`config.mk`:
```
export PLATFORM = sky130hd
export DESIGN_NAME = slcr_ctrl
export DESIGN_NICKNAME = d
export VERILOG_FILES = /design/src/rtl/slcr_pkg.sv /design/src/rtl/slcr_ctrl.sv
export SDC_FILE = /design/constraint.sdc
export NUM_CORES = 1
export LEC_CHECK = 0
export BUFFER_PORTS_ARGS = -buffer_cell sky130_fd_sc_hd__buf_4
export CORE_MARGIN = 5
export CORE_UTILIZATION = 29
export DETAILED_ROUTE_END_ITERATION = 10
export GPL_ROUTABILITY_DRIVEN = 0
export GPL_TIMING_DRIVEN = 0
export HOLD_SLACK_MARGIN = 0.06
export PLACE_DENSITY_LB_ADDON = 0.08
export SETUP_SLACK_MARGIN = 0.15
export SLEW_MARGIN = 20
export SYNTH_ARGS = -nofsm -noshare
export SYNTH_HDL_FRONTEND = slang
export SYNTH_SLANG_ARGS = --single-unit
export TNS_END_PERCENT = 50
```
`constraint.sdc`:
```
create_clock -name i_clk -period 1.5 [get_ports i_clk]
set_clock_uncertainty 0.1 [all_clocks]
set_input_delay 0.3 -clock i_clk [delete_from_list [all_inputs] [get_ports i_clk]]
set_output_delay 0.3 -clock i_clk [all_outputs]
set_load 0.005 [all_outputs]
```
`src/rtl/slcr_pkg.sv`:
```
// shared command codes and controller/datapath command-status types for the sprite line renderer
package slcr_pkg;

    localparam logic [2:0] CMD_BEGIN_LINE = 3'd0;
    localparam logic [2:0] CMD_DRAW_ROW   = 3'd1;
    localparam logic [2:0] CMD_READ_PIXEL = 3'd2;
    localparam logic [2:0] CMD_SET_MASK   = 3'd3;
    localparam logic [2:0] CMD_END_FRAME  = 3'd4;
    localparam logic [2:0] CMD_READ_COLL  = 3'd5;

    // commands from the controller to the datapath
    typedef struct packed {
        logic load;        // capture the transaction fields
        logic clr_step;    // one begin-line clear step at the sweep counter
        logic draw_rd;     // read owner at the draw column
        logic draw_wr;     // resolve the draw pixel read last cycle
        logic pix_rd;      // read pixel memory
        logic set_mask;
        logic mask_rd;     // read both collision masks and both frame table entries
        logic coll_or;     // or the fetched masks into the frame table
        logic frame_step;  // end-frame latch and clear at the sweep counter
        logic coll_rd;     // read latched table
        logic ctr_clr;
        logic ctr_inc;
        logic result;      // strobe the read result
    } t_dp_cmd;

    // status from the datapath to the controller
    typedef struct packed {
        logic ctr_last_line;    // sweep counter at the last pixel
        logic ctr_last_sprite;  // sweep counter at the last sprite
        logic ctr_last_bit;     // draw counter at the last bit of the row
        logic draw_skip;        // draw transaction does nothing
        logic pix_hit;          // current draw bit is set and inside the line
        logic owned;            // owner read back is a valid sprite
    } t_dp_stat;

endpackage

```
`src/rtl/slcr_ctrl.sv`:
```
// controller state machine sequencing each command over the datapath
module slcr_ctrl
    import slcr_pkg::*;
(
    input  logic        i_clk,
    input  logic        i_rst_n,
    input  logic        i_start,
    input  logic [2:0]  i_command,
    input  t_dp_stat    i_stat,
    output t_dp_cmd     o_cmd,
    output logic        o_busy
);
    localparam logic [3:0] S_IDLE   = 4'd0;
    localparam logic [3:0] S_DECODE = 4'd1;
    localparam logic [3:0] S_CLEAR  = 4'd2;
    localparam logic [3:0] S_DRAW   = 4'd3;
    localparam logic [3:0] S_RESOLV = 4'd4;
    localparam logic [3:0] S_MASK   = 4'd5;
    localparam logic [3:0] S_OR     = 4'd6;
    localparam logic [3:0] S_FRAME  = 4'd7;
    localparam logic [3:0] S_RDWAIT = 4'd8;
    localparam logic [3:0] S_NEXT   = 4'd9;
    localparam logic [3:0] S_INIT   = 4'd10;

    logic [3:0] r_state, n_state;
    logic [2:0] r_cmd, n_cmd;

    always_ff @(posedge i_clk) begin
        if (!i_rst_n) begin
            r_state <= S_INIT;
            r_cmd   <= CMD_BEGIN_LINE;
        end else begin
            r_state <= n_state;
            r_cmd   <= n_cmd;
        end
    end

    always_comb begin
        n_state = r_state;
        n_cmd   = r_cmd;
        o_cmd   = '0;
        unique case (r_state)
            // line and owner memories are cleared by one sweep after reset
            S_INIT: begin
                o_cmd.ctr_clr = 1'b1;
                n_state = S_CLEAR;
            end
            S_IDLE: begin
                if (i_start) begin
                    o_cmd.load    = 1'b1;
                    o_cmd.ctr_clr = 1'b1;
                    n_cmd   = i_command;
                    n_state = S_DECODE;
                end
            end
            S_DECODE: begin
                unique case (r_cmd)
                    CMD_BEGIN_LINE: n_state = S_CLEAR;
                    CMD_DRAW_ROW:   n_state = i_stat.draw_skip ? S_IDLE : S_DRAW;
                    CMD_READ_PIXEL: begin
                        o_cmd.pix_rd = 1'b1;
                        n_state = S_RDWAIT;
                    end
                    CMD_SET_MASK: begin
                        o_cmd.set_mask = 1'b1;
                        n_state = S_IDLE;
                    end
                    CMD_END_FRAME:  n_state = S_FRAME;
                    CMD_READ_COLL: begin
                        o_cmd.coll_rd = 1'b1;
                        n_state = S_RDWAIT;
                    end
                    default:        n_state = S_IDLE;
                endcase
            end
            S_RDWAIT: begin
                o_cmd.result = 1'b1;
                n_state = S_IDLE;
            end
            S_CLEAR: begin
                o_cmd.clr_step = 1'b1;
                o_cmd.ctr_inc  = 1'b1;
                if (i_stat.ctr_last_line) n_state = S_IDLE;
            end
            S_FRAME: begin
                o_cmd.frame_step = 1'b1;
                o_cmd.ctr_inc    = 1'b1;
                if (i_stat.ctr_last_sprite) n_state = S_IDLE;
            end
            S_DRAW: begin
                if (i_stat.pix_hit) begin
                    o_cmd.draw_rd = 1'b1;
                    n_state = S_RESOLV;
                end else begin
                    o_cmd.ctr_inc = 1'b1;
                    if (i_stat.ctr_last_bit) n_state = S_IDLE;
                end
            end
            S_RESOLV: begin
                o_cmd.draw_wr = 1'b1;
                n_state = i_stat.owned ? S_MASK : S_NEXT;
            end
            S_MASK: begin
                o_cmd.mask_rd = 1'b1;
                n_state = S_OR;
            end
            S_OR: begin
                o_cmd.coll_or = 1'b1;
                n_state = S_NEXT;
            end
            S_NEXT: begin
                o_cmd.ctr_inc = 1'b1;
                n_state = i_stat.ctr_last_bit ? S_IDLE : S_DRAW;
            end
            default: n_state = S_IDLE;
        endcase
    end

    assign o_busy = r_state != S_IDLE;
endmodule

```
## After elaboration in Yosys (flattened, before gate mapping)

Cells that the tools add are included.

- Equal/unequal tests: 19
- Mux-type cells: 28
- Reduce and logical (&&, ||, !) cells: 7

Operators with widths:

| cell | number |
|---|---|
| 4-bit one-hot mux with 10 select lines | 1 |
| 4-bit two-way mux | 6 |
| 4-bit by 3-bit == test with 1-bit output, second input constant | 4 |
| 4-bit one-hot mux with 4 select lines | 1 |
| 1-bit two-way mux | 15 |
| 4-bit == test, second input constant | 3 |
| 4-bit by 2-bit == test with 1-bit output, second input constant | 2 |
| 3-bit by 2-bit == test with 1-bit output, second input constant | 2 |
| 3-bit == test, second input constant | 2 |
| 2-bit two-way mux | 3 |
| 2-bit inequality test, second input constant | 3 |
| 4-bit by 1-bit == test with 1-bit output, second input constant | 1 |
| 4-bit logical NOT | 1 |
| 1-bit one-hot mux with 2 select lines | 2 |
| 4-bit AND reduction | 1 |
| 4-bit nonzero test | 1 |
| 3-bit by 1-bit == test with 1-bit output, second input constant | 1 |
| 3-bit logical NOT | 1 |
| 3-bit inequality test, second input constant | 1 |
| 3-bit OR reduction | 1 |
| 2-bit AND reduction | 1 |
| 2-bit OR reduction | 1 |

- Register bits after elaboration: 7
- Output and inout port bits: 14

## Longest topological paths before layout

Gate-level depths: netlist of the first run.

- Depth in word-level cells: 4
- Depth in mapped cells: 5
- Gate-level depth less buffers: 4

## Least setup slack after synthesis of the first run

No wires, ideal clock.

- Path kind: flip-flop to output port
- Start point: register r_state[3]
- End point: output o_cmd[3] (netlist name)
- Required time: 1100 ps
- Setup slack: 47 ps
- Stages on the path, launching flop included: 5
- Data arrival time: 1053 ps
- Path through: dfxtp_1 -> buf_6 -> nor4b_4 -> and2b_1 -> and3_4

RTL lines:

| element | RTL line | text |
|---|---|---|
| start, declared | slcr_ctrl.sv:25 | `logic [3:0] r_state, n_state;` |
| start signal, assigned | slcr_ctrl.sv:33 | `r_state <= n_state;` |
| end, declared | slcr_ctrl.sv:10 | `output t_dp_cmd o_cmd,` |

==> results_dict.tcl, run 1 <==
set metrics [dict create \
    area_share_of_xor_xnor_cells_in_the_synthesized_design 0 \
    measured_slew_at_the_worst_slew_check_pin_ns 0.247 \
    global_route.overflow_total 0 \
    cap_viol_max_count 0 \
    cts_buffer_depth 2 \
    synth_top_area_frac 0.227 \
    setup_ws_ns -0.354 \
    postRouteWirelength_um 1840 \
    final-hold-violation-count 0 \
    postSynthAreaPerCell_um2 8.03 \
    dp_cells 129 \
    die_height_um 56.2 \
    detail_route.iter0.violations 5 \
    whs_path_depth 3 \
    routed-via-count 714 \
    grt_antenna_before_repair 0 \
    fin_setup_tns_ns -3.28 \
    placement.io_buffers 25 \
    finish.net_count 133 \
    reported_leakage_power_nw 0.509 \
    cts_buffers 3 \
    synth.area.mux_share 0.0830 \
    drtAntennaViolNets 0 \
    power.ir.vdd_worst_mv 0.351 \
    synth_seq_cells 7 \
    cp_data_arrival_time_ns 1.45 \
    clock_latency_late_sink_ns 0.25 \
    detailed_place.area_um2 846 \
    timing.critical_path.fanout_max 4 \
    synth_nets 89 \
    layout.cells.most_common_list "buf_4, nor2b_1, buf_6, dfxtp_1" \
    yosysWarningCount 0 \
    finalNonFillerCells 147 \
    synth.yosys.seq_area_share 0.227 \
    postSynthCellCount 77 \
    slowest_stage "dfxtp_2" \
    tritoncts "done" \
    first_global_vias 726 \
    timing.reg2reg.worst_path_depth 8 \
    timing.critical_path.mode_cell "buf_4" \
    timing.critical_path.slowest_cell_delay_ns 0.32 \
    timing.critical_path.required_ns 1.10 \
    syn_area_um2 618 \
    route.detailed.wl_per_inst_um 12.5 \
    violations_in_the_final_reports "negative setup slack" \
    die_w_um 56.2 \
    end_kind "output port" \
    synthAdderAreaFrac 0 \
    crit_path_cell_trace "buf_6 > buf_4 > and2b_2 > buf_4 > and3_1 > buf_4" \
    cts.sink_count 7 \
    grt_max_degree 11 \
    clkSlewWorstSetupHoldPaths_ns 0.05 \
    initial_core_util 0.309 \
    cts-htree-levels 1 \
    timing.max_slew.rel_slack 0.835 \
    final.min_clock_period_ns 1.85 \
    setup.worst_path.class "flop to output port" \
    hp-class "input pin to flop" \
    insertedDiodeCount 0 \
    synth_cell_types 32 \
    critical_path.startpoint_type "flop" \
    achievable-frequency_mhz 540 \
    first_pass_grt_wire_length_um 3160 \
    synth_top_family_by_area "simple AND/OR/NAND/NOR gates" \
    die_area_mm2 0.00315 \
    post_synth_main_area_contributors "dfxtp_1, nor2b_1, mux2i_1" \
    regToRegSetupSlack_ns -0.11 \
    rsz0062_at_grt "true" \
    holdBufCountCts 0 \
    finalSetupViolCount 15 \
    drc_errors 0 \
    dp_worst_setup_slack_ns -0.140 \
    std_cell_rows 16 \
    synth.largest_area_cell "dfxtp_1" \
    timing.rr.end "r_state[2]$_SDFFE_PN0P_" \
    path_buf_inv 4 \
    synth_compound_gate_area_share 0.172 \
    io_pins 26 \
    status "finished with violations" \
    floorplan.core_area_mm2 0.00200 \
    path_delay_family "buffers and inverters" \
    firstDrtPassIters 4 \
    critical_path.reg2reg.startpoint "r_state[3]$_SDFFE_PN1P_" \
    detailed_place_hpwl_um 1320 \
    power.density_cell_area_mw_per_mm2 614 \
    area_growth_pct 68.8 \
    most_common_cell_after_layout_fill_and_taps_aside "buf_4" \
    post_drt_via_cell_ratio 4.86 \
    final_count_of_pins_violating_max_slew 0 \
    stdcell_area_mm2 0.00104 \
    min_period_over_period 1.24 \
    global_route.usage.total 0.125 \
    hold_path_startpoint "i_command[2]" \
    cts-root-buf "clkbuf_4" \
    drive_gt1_frac 0.542 \
    whs_endpoint "r_cmd[2]$_SDFFE_PN0P_" \
    synthSimpleGateAreaFrac 0.427 \
]
==> state kept, by name, indices dropped and copies added, names as in the netlist <==
| signal | cells |
|---|---|
| r_state | 4 |
| r_cmd | 3 |
==> cell families (layout without fill, tap and decap cells) <==
family,after synthesis,in the layout
AND/OR/NAND/NOR,40,40
AO/OA/AOI/OAI,16,16
buffers and inverters,9,52
multiplexers,5,5
flip-flops,7,7
==> stage by stage <==
stage	utilization	total power [W]	hold WS, ns
after floorplan	-	0.000327	0.328
after global placement	0.423	0.000406	0.454
after detailed placement	0.423	0.000404	0.462
after CTS	0.505	0.000637	0.198
after global routing	0.521	0.000685	0.204
final	0.521	0.000641	0.202
==> Yosys cell counts <==
cell,instances
o22ai_1,1
and3_4,1
and4b_1,2
nor3b_1,2
or3_1,1
nor2_1,5
mux2i_1,4
nand2b_1,3
buf_6,2
a32oi_1,1
o211a_1,1
nor4b_4,1
nor3_1,4
buf_2,3
dfxtp_1,7
and3_1,2
a21boi_0,2
o211ai_1,1
nand3_1,1
o221ai_1,1
a221o_1,1
nand2_1,4
a21oi_1,5
nand3b_1,1
nor2b_1,9
o21ai_0,3
and2b_1,2
inv_1,3
and4bb_2,1
buf_4,1
mux2_2,1
nor2_2,1
==> how the worst max path moves through the flow <==
stage | cells past startpoint | from | to
finish | 6 | r_state[3]$_SDFFE_PN1P_ | o_cmd[4]
global route | 5 | r_state[3]$_SDFFE_PN1P_ | o_cmd[3]
CTS | 5 | r_state[3]$_SDFFE_PN1P_ | o_cmd[3]
detailed placement | 5 | r_state[2]$_SDFFE_PN0P_ | o_cmd[3]
global placement | 5 | r_state[2]$_SDFFE_PN0P_ | o_cmd[3]
floorplan | 4 | r_state[2]$_SDFFE_PN0P_ | o_cmd[3]
==> routing by layer <==
layer  global-route usage  vias to the layer above  share of wire
li1                     -                      360              -
met2                0.220                       22           0.51
met3               0.0394                        2          0.083
met4               0.0610                        0         0.0082
met1                0.133                      330           0.40
met5                    0                        -              0
==> cell type report <==
class	count	area, um^2
buffer	6	57.6
clock buffer	4	26.3
fill	208	958
inverter	3	11.3
multi-input combinational	61	473
sequential	7	141
tap	27	33.8
timing repair buffer	39	300
==> worst register-to-register path: cells and delay by family (launching register included) <==
family	cells	cell delay (ns)
flops	1	0.32
compound gates	2	0.16
buf+inv	4	0.49
simple gates	2	0.43
==> report_power, final <==
| group | switching (W) | leakage (nW) | internal [W] |
|---|---|---|---|
| registers | 0.00000669 | 0.0574 | 0.000197 |
| logic | 0.000113 | 0.437 | 0.000150 |
| clock network | 0.0000724 | 0.0150 | 0.000102 |
==> what timing repair did <==
item / in CTS / in global routing
endpoints found under the setup margin: 21 / 21
pin swaps: 7 / 4
gates resized for setup: 11 / 9
endpoints found under the hold margin: 0 / 0
buffers inserted: 13 / 1
No activity file was read; power rests on OpenSTA's default activity.
==> run 2, diff against run 1 <==
--- a/config.mk
+++ b/config.mk
@@ -6,7 +6,7 @@
 export NUM_CORES = 1
 export LEC_CHECK = 0
 export BUFFER_PORTS_ARGS = -buffer_cell sky130_fd_sc_hd__buf_4
-export CORE_MARGIN = 5
+export CORE_MARGIN = 4
 export CORE_UTILIZATION = 29
 export DETAILED_ROUTE_END_ITERATION = 10
 export GPL_ROUTABILITY_DRIVEN = 0
==> results_dict.tcl, run 2 (synthesized netlist as in run 1, its figures left out) <==
set metrics [dict create \
    setup.worst_path.class "flop to output port" \
    initial_core_util 0.309 \
    power.density_cell_area_mw_per_mm2 615 \
    hp-class "input pin to flop" \
    drive_gt1_frac 0.559 \
    largest-register "r_state" \
    fill_cells 212 \
    cap_viol_max_count 0 \
    fraction_of_power_consumed_by_sequential_logic 0.314 \
    largestRegisters "r_state: 4 flops, r_cmd: 3 flops" \
    violations_in_the_final_reports "negative setup slack" \
    timing.critical_path.mode_cell "buf_6" \
    path_delay_family "simple AND/OR/NAND/NOR gates" \
    cp_data_arrival_time_ns 1.49 \
    relative_contribution_of_combinational_cells_to_total_power 0.421 \
    global_route.overflow_total 0 \
    critical_path.startpoint_type "flop" \
    finish.net_count 131 \
    min_period_over_period 1.26 \
    timing.critical_path.required_ns 1.10 \
    setup_ws_ns -0.386 \
    post-route-util 0.529 \
    power.ir.vdd_worst_mv 0.384 \
    postRouteWirelength_um 2010 \
    measured_slew_at_the_worst_slew_check_pin_ns 0.279 \
    layout.cells.most_common_list "buf_4, buf_6, nor2b_1" \
    crit_path_cell_trace "buf_6 > nor4b_4 > and2b_1 > and3_4 > buf_6" \
    holdBufCountCts 0 \
    grt_antenna_before_repair 0 \
    cts-root-buf "clkbuf_4" \
    io_pins 26 \
    floorplan.core_area_mm2 0.00200 \
    detail_route.iter0.violations 3 \
    first_global_vias 707 \
    whs_path_depth 3 \
    rsz0062_at_grt "true" \
    insertedDiodeCount 0 \
    first_pass_grt_wire_length_um 3020 \
    timing.critical_path.fanout_max 4 \
    timing.max_slew.rel_slack 0.813 \
    grt_max_degree 11 \
    finalSetupViolCount 17 \
    drc_errors 0 \
    whs_endpoint "r_cmd[0]$_SDFFE_PN0P_" \
    tritoncts "done" \
    route.detailed.wl_per_inst_um 13.8 \
    power.internal_w 0.000450 \
    sw_frac_of_total 0.309 \
    most_common_cell_after_layout_fill_and_taps_aside "buf_4" \
    slowest_stage "nor4b_4" \
    pwr-share-clk 0.265 \
    status "finished with violations" \
    cts.sink_count 7 \
    cts_buffers 3 \
    hold_path_startpoint "i_command[0]" \
    reported_leakage_power_nw 0.503 \
    timing.reg2reg.worst_path_depth 7 \
    switching_power_w 0.000201 \
    detailed_place_hpwl_um 1330 \
    routed-via-count 712 \
    clock_latency_late_sink_ns 0.25 \
    max_ffs_per_register 4 \
    cts_buffer_depth 2 \
    final.min_clock_period_ns 1.89 \
    dp_worst_setup_slack_ns -0.131 \
    die_area_mm2 0.00293 \
    critical_path.reg2reg.startpoint "r_state[3]$_SDFFE_PN1P_" \
    final.hold.worst_slack_ns 0.205 \
    drtAntennaViolNets 0 \
    global_route.usage.total 0.141 \
    die_height_um 54.2 \
    post_drt_via_cell_ratio 4.91 \
    placement.io_buffers 25 \
    std_cell_rows 16 \
    final-hold-violation-count 0 \
    timing.critical_path.slowest_cell_delay_ns 0.33 \
    firstDrtPassIters 3 \
    path_buf_inv 2 \
    end_kind "output port" \
    clkSlewWorstSetupHoldPaths_ns 0.06 \
    timing.rr.end "r_state[1]$_SDFFE_PN1P_" \
    achievable-frequency_mhz 530 \
    area_growth_pct 71.5 \
    cts-htree-levels 1 \
    die_w_um 54.2 \
    final_count_of_pins_violating_max_slew 0 \
    regToRegSetupSlack_ns -0.23 \
]
==> run 2: what timing repair did <==
| item | 4_1_cts | 5_1_grt |
|---|---|---|
| pin swaps | 13 | 8 |
| setup buffers | 8 | 4 |
| resized for setup | 21 | 9 |
| endpoints found under the setup margin | 21 | 21 |
| gates cloned | 0 | 0 |
==> run 2: power groups by stage <==
stage | Clock [W] | Sequential (W) | Combinational, W
after global placement | 0 | 0.000207 | 0.000197
after global routing | 0.000194 | 0.000206 | 0.000297
after floorplan | 0 | 0.000206 | 0.000121
after detailed placement | 0 | 0.000208 | 0.000197
final | 0.000173 | 0.000205 | 0.000274
after CTS | 0.000180 | 0.000205 | 0.000245
==> run 2: routing by layer <==
layer / global-route usage / up-vias / routed length, um
met5: 0 / - / 0
met4: 0.0373 / 0 / 9
met3: 0.0332 / 2 / 96
met2: 0.259 / 17 / 1070
met1: 0.159 / 336 / 834
li1: - / 357 / -
==> run 2: worst min-delay path: cells and delay by family <==
kind                   cells  cell delay [ns]
buffers and inverters      1             0.08
and+or+nand+nor            1             0.09
muxes                      1             0.05
==> run 2: stage by stage <==
stage | cells | total power, W | TNS [ns] | instance area, um^2
CTS | 141 | 0.000629 | -3.25 | 995
global placement | 129 | 0.000405 | -0.272 | 846
floorplan | 77 | 0.000327 | 0 | 624
finish | 145 | 0.000652 | -3.37 | 1060
detailed placement | 129 | 0.000405 | -0.271 | 846
global route | 145 | 0.000696 | -4.39 | 1060
==> run 2: worst max path at each step <==
stage,slack (ns),start,end,cells past startpoint
finish,-0.39,r_state[3]$_SDFFE_PN1P_,o_cmd[3],5
global route,-0.44,r_state[3]$_SDFFE_PN1P_,o_cmd[3],5
detailed placement,-0.13,r_state[2]$_SDFFE_PN0P_,o_cmd[3],5
floorplan,0.05,r_state[2]$_SDFFE_PN0P_,o_cmd[3],4
global placement,-0.13,r_state[2]$_SDFFE_PN0P_,o_cmd[3],5
CTS,-0.39,r_state[3]$_SDFFE_PN1P_,o_cmd[3],5
==> run 2: cell type report <==
class,instances,area (um^2),area share
multi-input cells,61,485,0.458
repair buffers,37,297,0.280
flip-flops and latches,7,143,0.135
plain buffers,6,61.3,0.0579
well taps,27,33.8,0.0319
clock buffers,4,26.3,0.0248
inverters,3,13.8,0.0130
